--- config.mk ---
export PLATFORM = sky130hd
export DESIGN_NAME = indexed_array_list
export DESIGN_NICKNAME = d
export VERILOG_FILES = /design/src/sv/ial_pkg.sv /design/src/sv/ial_ctrl.sv /design/src/sv/ial_datapath.sv /design/src/sv/indexed_array_list.sv
export SDC_FILE = /design/constraint.sdc
export NUM_CORES = 1
export LEC_CHECK = 0
export ABC_CLOCK_PERIOD_IN_PS = 5500
export BUFFER_PORTS_ARGS = -buffer_cell sky130_fd_sc_hd__buf_2
export CAP_MARGIN = 20
export CORE_MARGIN = 2
export CORE_UTILIZATION = 56
export DETAILED_ROUTE_END_ITERATION = 8
export PLACE_DENSITY = 0.74
export SLEW_MARGIN = 20
export SYNTH_ARGS = -nofsm -noshare
export SYNTH_HDL_FRONTEND = slang
export SYNTH_HIERARCHICAL = 1
export SYNTH_SLANG_ARGS = --single-unit
--- constraint.sdc ---
create_clock -name clk -period 5.5 [get_ports clk]
set_clock_uncertainty 0.15 [all_clocks]
set_input_delay 0.275 -clock clk [delete_from_list [all_inputs] [get_ports clk]]
set_output_delay 0.275 -clock clk [all_outputs]
set_load 0.01 [all_outputs]
--- src/sv/ial_pkg.sv ---
// ial_pkg: sizes, codes and controller/datapath interface types for indexed_array_list.
// No dependencies; used by ial_ctrl, ial_datapath and indexed_array_list.
package ial_pkg;

    localparam int CAPACITY   = 16;
    localparam int DATA_WIDTH = 32;

    localparam int MODE_W  = 3;
    localparam int POS_W   = 4;
    localparam int WORD_W  = 32;
    localparam int STAT_W  = 2;
    localparam int LEN_W   = 5;

    localparam int IDX_W   = (CAPACITY > 1) ? $clog2(CAPACITY) : 1;
    localparam int CNT_W   = $clog2(CAPACITY + 1);
    localparam int CMP_W   = (CNT_W > POS_W) ? CNT_W : POS_W;
    localparam int STORE_W = (DATA_WIDTH < WORD_W) ? DATA_WIDTH : WORD_W;

    typedef enum logic [MODE_W-1:0] {
        MODE_GET    = 3'd0,
        MODE_SET    = 3'd1,
        MODE_APPEND = 3'd2,
        MODE_INSERT = 3'd3,
        MODE_REMOVE = 3'd4
    } mode_t;

    typedef enum logic [STAT_W-1:0] {
        ST_DONE   = 2'd0,
        ST_BOUNDS = 2'd1,
        ST_FULL   = 2'd2
    } stat_t;

    typedef enum logic [2:0] {
        S_IDLE,
        S_DECODE,
        S_GET_CAP,
        S_INS,
        S_INS_LAST,
        S_REM_CAP,
        S_REM,
        S_DONE
    } state_t;

    typedef enum logic [2:0] {
        RD_NONE,
        RD_POS,
        RD_CNT_M1,
        RD_PTR_DEC,
        RD_PTR_INC
    } rd_op_t;

    typedef enum logic [2:0] {
        WR_NONE,
        WR_POS_WORD,
        WR_CNT_WORD,
        WR_PTR_INC_DATA,
        WR_PTR_DEC_DATA
    } wr_op_t;

    typedef struct packed {
        logic   load;
        logic   latch_stat;
        rd_op_t rd_op;
        wr_op_t wr_op;
        logic   cap_data;
        logic   cnt_inc;
        logic   cnt_dec;
        logic   out_load;
    } ctrl_cmd_t;

    typedef struct packed {
        mode_t mode;
        stat_t stat;
        logic  ins_last;
        logic  rem_last;
        logic  out_busy;
    } dp_sts_t;

endpackage

--- src/sv/ial_ctrl.sv ---
// ial_ctrl: sequencing state machine for indexed_array_list.
// Depends on ial_pkg; drives ial_datapath through ctrl_cmd_t, reads dp_sts_t.
module ial_ctrl (
    input  logic                clk,
    input  logic                rst_n,
    input  logic                in_valid,
    output logic                in_ready,
    input  ial_pkg::dp_sts_t    sts,
    output ial_pkg::ctrl_cmd_t  cmd
);

    ial_pkg::state_t state_reg;
    ial_pkg::state_t state_next;

    always_ff @(posedge clk or negedge rst_n)
    begin
        if (!rst_n)
        begin
            state_reg <= ial_pkg::S_IDLE;
        end
        else
        begin
            state_reg <= state_next;
        end
    end

    always_comb
    begin
        state_next = state_reg;
        unique case (state_reg)
            ial_pkg::S_IDLE:
            begin
                if (in_valid)
                begin
                    state_next = ial_pkg::S_DECODE;
                end
            end
            ial_pkg::S_DECODE:
            begin
                if (sts.stat != ial_pkg::ST_DONE)
                begin
                    state_next = ial_pkg::S_DONE;
                end
                else
                begin
                    unique case (sts.mode)
                        ial_pkg::MODE_GET:    state_next = ial_pkg::S_GET_CAP;
                        ial_pkg::MODE_INSERT: state_next = ial_pkg::S_INS;
                        ial_pkg::MODE_REMOVE: state_next = ial_pkg::S_REM_CAP;
                        default:              state_next = ial_pkg::S_DONE;
                    endcase
                end
            end
            ial_pkg::S_GET_CAP:  state_next = ial_pkg::S_DONE;
            ial_pkg::S_INS:
            begin
                if (sts.ins_last)
                begin
                    state_next = ial_pkg::S_INS_LAST;
                end
            end
            ial_pkg::S_INS_LAST: state_next = ial_pkg::S_DONE;
            ial_pkg::S_REM_CAP:
            begin
                state_next = sts.rem_last ? ial_pkg::S_DONE : ial_pkg::S_REM;
            end
            ial_pkg::S_REM:
            begin
                if (sts.rem_last)
                begin
                    state_next = ial_pkg::S_DONE;
                end
            end
            ial_pkg::S_DONE:
            begin
                if (!sts.out_busy)
                begin
                    state_next = ial_pkg::S_IDLE;
                end
            end
            default:             state_next = ial_pkg::S_IDLE;
        endcase
    end

    always_comb
    begin
        cmd       = '0;
        cmd.rd_op = ial_pkg::RD_NONE;
        cmd.wr_op = ial_pkg::WR_NONE;
        in_ready  = 1'b0;
        unique case (state_reg)
            ial_pkg::S_IDLE:
            begin
                in_ready = 1'b1;
                cmd.load = in_valid;
            end
            ial_pkg::S_DECODE:
            begin
                cmd.latch_stat = 1'b1;
                if (sts.stat == ial_pkg::ST_DONE)
                begin
                    unique case (sts.mode)
                        ial_pkg::MODE_GET:    cmd.rd_op = ial_pkg::RD_POS;
                        ial_pkg::MODE_SET:    cmd.wr_op = ial_pkg::WR_POS_WORD;
                        ial_pkg::MODE_APPEND:
                        begin
                            cmd.wr_op   = ial_pkg::WR_CNT_WORD;
                            cmd.cnt_inc = 1'b1;
                        end
                        ial_pkg::MODE_INSERT: cmd.rd_op = ial_pkg::RD_CNT_M1;
                        ial_pkg::MODE_REMOVE: cmd.rd_op = ial_pkg::RD_POS;
                        default:              cmd.rd_op = ial_pkg::RD_NONE;
                    endcase
                end
            end
            ial_pkg::S_GET_CAP:
            begin
                cmd.cap_data = 1'b1;
            end
            ial_pkg::S_INS:
            begin
                cmd.wr_op = ial_pkg::WR_PTR_INC_DATA;
                if (!sts.ins_last)
                begin
                    cmd.rd_op = ial_pkg::RD_PTR_DEC;
                end
            end
            ial_pkg::S_INS_LAST:
            begin
                cmd.wr_op   = ial_pkg::WR_POS_WORD;
                cmd.cnt_inc = 1'b1;
            end
            ial_pkg::S_REM_CAP:
            begin
                cmd.cap_data = 1'b1;
                if (sts.rem_last)
                begin
                    cmd.cnt_dec = 1'b1;
                end
                else
                begin
                    cmd.rd_op = ial_pkg::RD_PTR_INC;
                end
            end
            ial_pkg::S_REM:
            begin
                cmd.wr_op = ial_pkg::WR_PTR_DEC_DATA;
                if (sts.rem_last)
                begin
                    cmd.cnt_dec = 1'b1;
                end
                else
                begin
                    cmd.rd_op = ial_pkg::RD_PTR_INC;
                end
            end
            ial_pkg::S_DONE:
            begin
                cmd.out_load = !sts.out_busy;
            end
            default:
            begin
                cmd.load = 1'b0;
            end
        endcase
    end

endmodule

--- src/sv/ial_datapath.sv ---
// ial_datapath: entry memory, length counter, request and result registers.
// Depends on ial_pkg; controlled by ial_ctrl through ctrl_cmd_t.
module ial_datapath (
    input  logic                          clk,
    input  logic                          rst_n,
    input  ial_pkg::ctrl_cmd_t            cmd,
    output ial_pkg::dp_sts_t              sts,
    input  logic [ial_pkg::MODE_W-1:0]    mode,
    input  logic [ial_pkg::POS_W-1:0]     position,
    input  logic [ial_pkg::WORD_W-1:0]    data_in,
    output logic                          out_valid,
    input  logic                          out_ready,
    output logic [ial_pkg::WORD_W-1:0]    data_out,
    output logic [ial_pkg::STAT_W-1:0]    status,
    output logic [ial_pkg::LEN_W-1:0]     length
);

    logic [ial_pkg::STORE_W-1:0] mem_array [ial_pkg::CAPACITY];

    logic [ial_pkg::MODE_W-1:0]  mode_reg;
    logic [ial_pkg::POS_W-1:0]   pos_reg;
    logic [ial_pkg::STORE_W-1:0] word_reg;
    logic [ial_pkg::CNT_W-1:0]   count_reg;
    logic [ial_pkg::CNT_W-1:0]   count_next;
    logic [ial_pkg::IDX_W-1:0]   ptr_reg;
    logic [ial_pkg::IDX_W-1:0]   ptr_next;
    logic [ial_pkg::STORE_W-1:0] rdata_reg;
    logic [ial_pkg::STORE_W-1:0] hold_reg;
    ial_pkg::stat_t              stat_reg;
    logic                        out_valid_reg;
    logic                        out_valid_next;
    logic [ial_pkg::WORD_W-1:0]  data_out_reg;
    logic [ial_pkg::STAT_W-1:0]  status_reg;
    logic [ial_pkg::LEN_W-1:0]   length_reg;

    logic [ial_pkg::CMP_W-1:0]   pos_cmp;
    logic [ial_pkg::CMP_W-1:0]   cnt_cmp;
    logic [ial_pkg::CNT_W-1:0]   cnt_m1;
    logic [ial_pkg::IDX_W-1:0]   pos_idx;
    logic                        bounds;
    logic                        full;
    ial_pkg::stat_t              stat_now;
    logic                        rd_en;
    logic [ial_pkg::IDX_W-1:0]   rd_addr;
    logic                        wr_en;
    logic [ial_pkg::IDX_W-1:0]   wr_addr;
    logic [ial_pkg::STORE_W-1:0] wr_data;

    assign pos_cmp = ial_pkg::CMP_W'(pos_reg);
    assign cnt_cmp = ial_pkg::CMP_W'(count_reg);
    assign cnt_m1  = count_reg - ial_pkg::CNT_W'(1);
    assign pos_idx = pos_cmp[ial_pkg::IDX_W-1:0];
    assign bounds  = (pos_cmp >= cnt_cmp);
    assign full    = (count_reg >= ial_pkg::CNT_W'(ial_pkg::CAPACITY));

    always_comb
    begin
        unique case (ial_pkg::mode_t'(mode_reg))
            ial_pkg::MODE_GET,
            ial_pkg::MODE_SET,
            ial_pkg::MODE_REMOVE: stat_now = bounds ? ial_pkg::ST_BOUNDS : ial_pkg::ST_DONE;
            ial_pkg::MODE_APPEND: stat_now = full ? ial_pkg::ST_FULL : ial_pkg::ST_DONE;
            ial_pkg::MODE_INSERT:
            begin
                priority if (bounds)
                begin
                    stat_now = ial_pkg::ST_BOUNDS;
                end
                else if (full)
                begin
                    stat_now = ial_pkg::ST_FULL;
                end
                else
                begin
                    stat_now = ial_pkg::ST_DONE;
                end
            end
            default:              stat_now = ial_pkg::ST_BOUNDS;
        endcase
    end

    // read port; ptr tracks the last address read
    always_comb
    begin
        rd_en    = 1'b1;
        rd_addr  = ptr_reg;
        ptr_next = ptr_reg;
        unique case (cmd.rd_op)
            ial_pkg::RD_POS:     rd_addr = pos_idx;
            ial_pkg::RD_CNT_M1:  rd_addr = cnt_m1[ial_pkg::IDX_W-1:0];
            ial_pkg::RD_PTR_DEC: rd_addr = ptr_reg - ial_pkg::IDX_W'(1);
            ial_pkg::RD_PTR_INC: rd_addr = ptr_reg + ial_pkg::IDX_W'(1);
            default:             rd_en   = 1'b0;
        endcase
        if (rd_en)
        begin
            ptr_next = rd_addr;
        end
    end

    always_comb
    begin
        wr_en   = 1'b1;
        wr_addr = pos_idx;
        wr_data = word_reg;
        unique case (cmd.wr_op)
            ial_pkg::WR_POS_WORD: wr_addr = pos_idx;
            ial_pkg::WR_CNT_WORD: wr_addr = count_reg[ial_pkg::IDX_W-1:0];
            ial_pkg::WR_PTR_INC_DATA:
            begin
                wr_addr = ptr_reg + ial_pkg::IDX_W'(1);
                wr_data = rdata_reg;
            end
            ial_pkg::WR_PTR_DEC_DATA:
            begin
                wr_addr = ptr_reg - ial_pkg::IDX_W'(1);
                wr_data = rdata_reg;
            end
            default:              wr_en = 1'b0;
        endcase
    end

    always_ff @(posedge clk)
    begin
        if (wr_en)
        begin
            mem_array[wr_addr] <= wr_data;
        end
        if (rd_en)
        begin
            rdata_reg <= mem_array[rd_addr];
        end
    end

    always_comb
    begin
        count_next = count_reg;
        if (cmd.cnt_inc)
        begin
            count_next = count_reg + ial_pkg::CNT_W'(1);
        end
        else if (cmd.cnt_dec)
        begin
            count_next = count_reg - ial_pkg::CNT_W'(1);
        end
    end

    always_comb
    begin
        out_valid_next = out_valid_reg;
        if (cmd.out_load)
        begin
            out_valid_next = 1'b1;
        end
        else if (out_ready)
        begin
            out_valid_next = 1'b0;
        end
    end

    always_ff @(posedge clk or negedge rst_n)
    begin
        if (!rst_n)
        begin
            count_reg     <= '0;
            out_valid_reg <= 1'b0;
        end
        else
        begin
            count_reg     <= count_next;
            out_valid_reg <= out_valid_next;
        end
    end

    always_ff @(posedge clk)
    begin
        ptr_reg <= ptr_next;
        if (cmd.load)
        begin
            mode_reg <= mode;
            pos_reg  <= position;
            word_reg <= data_in[ial_pkg::STORE_W-1:0];
            hold_reg <= '0;
        end
        else if (cmd.cap_data)
        begin
            hold_reg <= rdata_reg;
        end
        if (cmd.latch_stat)
        begin
            stat_reg <= stat_now;
        end
        if (cmd.out_load)
        begin
            data_out_reg <= ial_pkg::WORD_W'(hold_reg);
            status_reg   <= stat_reg;
            length_reg   <= ial_pkg::LEN_W'(count_reg);
        end
    end

    assign sts.mode     = ial_pkg::mode_t'(mode_reg);
    assign sts.stat     = stat_now;
    assign sts.ins_last = (ptr_reg == pos_idx);
    assign sts.rem_last = ((ial_pkg::CNT_W'(ptr_reg) + ial_pkg::CNT_W'(1)) == count_reg);
    assign sts.out_busy = out_valid_reg && !out_ready;

    assign out_valid = out_valid_reg;
    assign data_out  = data_out_reg;
    assign status    = status_reg;
    assign length    = length_reg;

endmodule

--- src/sv/indexed_array_list.sv ---
// indexed_array_list: top level, controller plus datapath.
// Depends on ial_pkg, ial_ctrl, ial_datapath.
//
// Usage: requests enter on in_valid/in_ready with mode, position, data_in;
// one result word per request leaves on out_valid/out_ready with data_out,
// status and length. Modes: get, set, append, insert, remove.
// One request is worked at a time; in_ready is high only when idle.
// Set, append and rejected requests go straight to the result; get reads
// the entry first; insert and remove shift the entries between position
// and the end through the entry memory (one read and one write port, one
// move per cycle), so they take longer the nearer position is to the front.
// The result sits in an output register; the next request may be accepted
// while it waits. If the receiver stalls, the following result waits in
// the controller until the output register frees up.
// Reset (rst_n low, asynchronous) empties the list and drops any result;
// entry contents are not cleared and are only read after being written.
module indexed_array_list (
    input  logic                          clk,
    input  logic                          rst_n,
    input  logic                          in_valid,
    output logic                          in_ready,
    input  logic [ial_pkg::MODE_W-1:0]    mode,
    input  logic [ial_pkg::POS_W-1:0]     position,
    input  logic [ial_pkg::WORD_W-1:0]    data_in,
    output logic                          out_valid,
    input  logic                          out_ready,
    output logic [ial_pkg::WORD_W-1:0]    data_out,
    output logic [ial_pkg::STAT_W-1:0]    status,
    output logic [ial_pkg::LEN_W-1:0]     length
);

    ial_pkg::ctrl_cmd_t cmd;
    ial_pkg::dp_sts_t   sts;

    ial_ctrl u_ctrl (
        .clk      (clk),
        .rst_n    (rst_n),
        .in_valid (in_valid),
        .in_ready (in_ready),
        .sts      (sts),
        .cmd      (cmd)
    );

    ial_datapath u_datapath (
        .clk       (clk),
        .rst_n     (rst_n),
        .cmd       (cmd),
        .sts       (sts),
        .mode      (mode),
        .position  (position),
        .data_in   (data_in),
        .out_valid (out_valid),
        .out_ready (out_ready),
        .data_out  (data_out),
        .status    (status),
        .length    (length)
    );

`ifndef SYNTHESIS
    a_busy_after_accept: assert property (@(posedge clk) disable iff (!rst_n)
        in_valid && in_ready |=> !in_ready)
        else $error("accepted a word while a request was in flight");

    a_load_sets_valid: assert property (@(posedge clk) disable iff (!rst_n)
        cmd.out_load |=> out_valid)
        else $error("result load did not raise out_valid");

    a_full_length: assert property (@(posedge clk) disable iff (!rst_n)
        out_valid && (status == ial_pkg::ST_FULL) |-> length == ial_pkg::LEN_W'(ial_pkg::CAPACITY))
        else $error("full status with list not at capacity");

    a_reject_zero: assert property (@(posedge clk) disable iff (!rst_n)
        out_valid && (status != ial_pkg::ST_DONE) |-> data_out == '0)
        else $error("rejected request returned nonzero data");
`endif

endmodule
==> results of run 1 <==
[cells in the mapped netlist, drive strengths merged, types with 12 or more instances]
library cell,instances,share of area (%)
a22oi,63,2.2
buf,40,1.0
clkbuf,28,0.41
edfxtp,628,73
mux2,33,1.4
mux4,125,11
o21ai,16,0.31
nand2,65,0.95
a21oi,12,0.23
mux2i,35,1.4
dfxtp,32,2.5
nor2,66,0.97
nand2b,12,0.29
inv,18,0.26
[through the flow]
step / cell area (um^2) / cells / util [%] / hold slack [ps] / setup WS, ps
after floorplan: 25900 / 1299 / - / -171 / 57.9
after global placement: 27600 / 1979 / 60.6 / -5.61 / 386
after detailed placement: 27600 / 1979 / 60.6 / 3.36 / 223
after CTS: 30100 / 2143 / 66.1 / 0.982 / 189
after global routing: 30100 / 2143 / 66.1 / 37.7 / 104
final: 30100 / 2143 / 66.1 / 33.5 / 441
[layer usage]
metal  part of all wire, %  GRT usage, %  vias up  routed length, um
li1                      -             -     5663                  -
met1                    41          31.9     6734              22000
met2                    50          38.6      525              26900
met3                   6.8          4.42       86               3680
met4                   2.1          6.17        0               1130
met5                     0             0        -                  0
[final cells by class]
cell class                      count  area [um^2]
Sequential cell                   669        19700
Fill cell                        2917        15400
Multi-Input combinational cell    544         5940
Clock buffer                       96         1900
Timing Repair Buffer              189         1550
Tap cell                          600          751
Clock inverter                     27          201
Inverter                           18         70.1
[what timing repair did]
action,CTS,global route
buffers inserted,0,0
setup endpoints to repair,0,32
hold buffers,41,0
hold endpoints to repair,48,0
resized for setup,0,2
[cell families after synthesis]
| logic type | synth area share, % |
|---|---|
| fa+ha+maj | 0.434 |
| buf+inv | 1.70 |
| mux | 13.6 |
| xor+xnor | 0.574 |
| compound gates | 3.97 |
| simple gates | 3.58 |
| flops | 76.1 |
[worst max-delay path: cells and delay by family (launching register included)]
family	cells	cell delay, ps
and+or+nand+nor	7	1350
muxes	1	540
AOI/OAI and AO/OA	7	1410
adders and majority gates	1	220
buffers and inverters	3	650
DFF	1	430
[final timing paths]
check                                       start  depth (start not counted)                        to
setup reg to reg            u_datapath/pos_idx[0]                         19  u_datapath/rdata_reg[29]
min in group asynchronous                   rst_n                          3      u_datapath/out_valid
setup / recovery            u_datapath/pos_idx[0]                         19  u_datapath/rdata_reg[29]
hold reg to reg            u_datapath/stat_reg[1]                          0      u_datapath/status[1]
hold / removal                          out_ready                          5       u_ctrl/state_reg[2]
max in group asynchronous                   rst_n                          3     u_datapath/cnt_cmp[1]
==> flow_summary.yaml, run 1 <==
floorplan:
  core-area_um2: 45600
  start_util_pct: 56.9
  num_rows: 78
  ios: 84
  die_x_um: 219
  fp.dieH_um: 219
  die_area_um2: 48000
synthesis:
  synth-seq-area-share_pct: 76.1
  synth-seq-cells: 669
  synth_edf_count: 628
  synth_nets: 1351
  syn_inst: 1299
  syn-mean-instance-area_um2: 20.0
  ys_types: 73
  yosys_warnings: 6
  netlist_area_um2: 25900
  async_flop_share_pct: 1.35
  ys.flop_type: "edfxtp_1"
worst_setup_path:
  crit_path_end_kind: "flip-flop"
  worstSetupPathType: "flip-flop to flip-flop"
  start_kind: "flip-flop"
  crit_chain: "inv_1 -> ha_1 -> nand2b_1 -> a21o_1 -> a21o_1 -> a21oi_1 -> nor2_1 -> o21a_1 -> nor4_2 -> nand2_1 -> a21boi_0 -> buf_4 -> or3b_1 -> a21oi_1 -> or3_4 -> buf_12 -> mux4_2 -> a22oi_1 -> nand2_1"
  cp_max_fo: 35
  slowest_stage: "mux4_2"
  max_stage_delay_ps: 540
  crit_arrival_ps: 5250
  crit_required_ps: 5690
  r2r_slack_ps: 440
cells_and_area:
  largest_register_ffs: 512
  antennaDiodeCount: 0
  layout_common_cells: "edfxtp_1, mux4_2, buf_2"
  top_register: "u_datapath/mem_array"
  drive_above_1_share_pct: 30.2
  final_common_cell: "edfxtp_1"
  nets: 1541
  syn2layout_area_growth_pct: 16.3
sta:
  setup_viol: 0
  max_freq_ghz: 0.198
  maxSlewViolCount: 0
  worstMarginPinSlew_ps: 985
  setup_tns_ps: 0
  finalHoldViolCount: 0
  rsz0062_at_grt: "false"
  fin_crit_sh_pct: 92.0
  post-route-min-period_ps: 5060
  slew_headroom_pct: 34.4
place:
  gp_congestion: 0.863
  hpwl_um: 32600
  portBuffers: 83
job:
  maxCapViolations: 0
clock_tree:
  clk_path_buf_depth: 3
  cts.clk_slew.worst_paths_ps: 60
  h-tree-depth: 3
  cts.sinks: 669
  cts_root_buf: "clkbuf_16"
  cts-buffers-inserted: 67
  clock_latency_ps: 600
  cts_tree: "built"
detailed_routing:
  ant_nets: 0
  wirelength_um: 53700
  viasPerCell: 6.07
  drtIter0Drc: 1380
  drt_first_pass_iters: 5
  wire_per_inst_um: 25.1
  num_vias: 13008
  drcViolationCount: 0
grt:
  grt_use_total_pct: 23.2
  grt_pass1_wl_um: 81700
  grt_max_degree: 72
  antenna_found_initial: 0
  grt_pass1_vias: 13389
  grt-ovfl-total: 0
hold_path:
  hold_class: "primary input to flip-flop"
status:
  status: "complete, no violations"
Power of run 1 is left out: the tool's default activity adds up to more than one toggle a clock period on the data nets, which glitch-free logic cannot reach.
==> inputs of run 2 (changes only) <==
ABC_CLOCK_PERIOD_IN_PS = 6500   (was 5500)
CORE_UTILIZATION = 60   (was 56)
PLACE_DENSITY = 0.75   (was 0.74)
clock period = 6.5 ns   (was 5.5 ns; I/O delays follow)
==> run 2 against run 1 <==
  * Design area decreased by 1.6%
  * Count of clock-buffer cells in the layout decreased by 11
  * Flip-flop and latch count unchanged
  * Register-to-register slack improved by 260 ps
  * Routed wire length increased by 1.7%
  * First-iteration DRC count increased by 0.87%
  * Worst setup slack improved by 260 ps
  * Critical endpoint is now u_datapath/mem_array[10][10]
  * Highest routed layer unchanged
==> flow_summary.yaml, run 2 (same netlist as run 1, synthesis figures left out) <==
detailed_routing:
  ant_nets: 0
  drcViolationCount: 0
  wl_met1_um: 21300
  viasPerCell: 6.20
  met2_length_um: 27700
  top_layer_used: "met4"
  wirelength_um: 54600
  num_vias: 13004
  drt_first_pass_iters: 6
  dr_wl_met3_um: 3820
  drtIter0Drc: 1392
  wire_per_inst_um: 26.1
worst_setup_path:
  r2r_slack_ps: 700
  crit_required_ps: 6610
  worstReg2RegStart: "u_datapath/cnt_cmp[0]"
  cp_max_fo: 13
  worstSetupPathType: "flip-flop to flip-flop"
  crit_arrival_ps: 5910
  start_kind: "flip-flop"
  crit_path_end_kind: "flip-flop"
  worst_r2r_path_depth: 15
  reg2reg_to: "u_datapath/mem_array[10][10]"
clock_tree:
  clk_path_buf_depth: 3
  cts-buffers-inserted: 67
  cts.sinks: 669
  clock_latency_ps: 590
  cts.clk_slew.worst_paths_ps: 60
  h-tree-depth: 3
  cts_tree: "built"
  cts_root_buf: "clkbuf_16"
  cts.repair.resized: 0
cells_and_area:
  largest_register_ffs: 512
  syn2layout_area_growth_pct: 14.5
  fin_cells: 2096
  nets: 1511
  final_common_cell: "edfxtp_1"
  top_register: "u_datapath/mem_array"
  drive_above_1_share_pct: 28.1
  antennaDiodeCount: 0
  fin_util_pct: 69.2
  final_cell_area_um2: 29700
  layout_common_cells: "edfxtp_1, mux4_2, buf_2"
place:
  post-place-cells: 1934
  gp_congestion: 0.860
  portBuffers: 83
  hpwl_um: 28700
  post_dp_cell_area_um2: 27200
floorplan:
  die_x_um: 212
  ios: 84
  num_rows: 76
  die_area_um2: 44900
  start_util_pct: 60.4
  core-area_um2: 42900
  fp.dieH_um: 212
grt:
  grt_pass1_vias: 13245
  grt_pass1_wl_um: 81900
  antenna_found_initial: 0
  grt_use_total_pct: 25.3
  grt_max_degree: 72
  grt-ovfl-total: 0
sta:
  finalHoldViolCount: 0
  rsz0062_at_grt: "false"
  worstMarginPinSlew_ps: 957
  setup_viol: 0
  setup_tns_ps: 0
  slew_headroom_pct: 36.2
  maxSlewViolCount: 0
  fin_crit_sh_pct: 89.3
  max_freq_ghz: 0.172
  post-route-min-period_ps: 5800
hold_path:
  hold_class: "primary input to flip-flop"
  hold_path_end: "u_ctrl/state_reg[2]"
  hp-start: "out_ready"
  hold-path-cell-count: 5
status:
  status: "complete, no violations"
job:
  maxCapViolations: 0
run 2: cell count changes in the layout (fill, tap and decap cells not counted), sizes merged:
cell,previous run,this run
clkinvlp,2,0
clkbuf,96,85
buf,148,118
bufinv,1,3
clkinv,20,29
run 2: layout make-up:
cell class	count	area (um^2)
sequential	669	19700
clock inverter	36	283
multi-input combinational	544	5930
clock buffer	85	1750
tap	585	732
inverter	18	70.1
fill	2579	13200
timing repair buffer	159	1180
run 2: critical path, stage by stage, from the launching register on:
cell,delay [ps]
dfrtp_1,590
ha_1,300
nand2b_1,140
a21o_1,170
a21o_1,170
a21oi_1,250
nor2_1,80
o21a_1,210
nor3_1,410
nand3_2,160
o22ai_1,630
mux2_2,400
o21ai_0,430
nand2_1,390
nor2_4,580
buf_4,390
run 2: through the flow:
step                      setup WS (ps)  hold slack [ps]
after floorplan                    1060             -121
after global placement             1040             38.8
after detailed placement            846             49.9
after CTS                           763             32.9
after global routing                375             81.4
final                               697             65.9
run 2: timing repair:
item	in CTS	in global routing
hold endpoints to repair	48	0
hold buffers	41	0
setup buffers	0	0
run 2: routing by layer:
layer	track usage, %	vias to the layer above
met3	3.46	128
li1	-	5596
met2	42.9	591
met4	9.47	0
met5	0	-
met1	34.0	6689
run 2: worst max-delay path by stage:
| stage | endpoint | slack [ps] | cells after the start | from |
|---|---|---|---|---|
| after floorplan | u_datapath/mem_array[5][0] | 1060 | 18 | u_datapath/cnt_cmp[1] |
| after global placement | u_datapath/mem_array[10][13] | 1040 | 15 | u_datapath/cnt_cmp[0] |
| after detailed placement | u_datapath/mem_array[10][6] | 850 | 15 | u_datapath/cnt_cmp[0] |
| after CTS | u_datapath/mem_array[10][10] | 760 | 15 | u_datapath/cnt_cmp[0] |
| after global routing | u_datapath/mem_array[10][9] | 370 | 15 | u_datapath/cnt_cmp[0] |
| final | u_datapath/mem_array[10][10] | 700 | 15 | u_datapath/cnt_cmp[0] |
Power of run 2 is left out for the same reason.
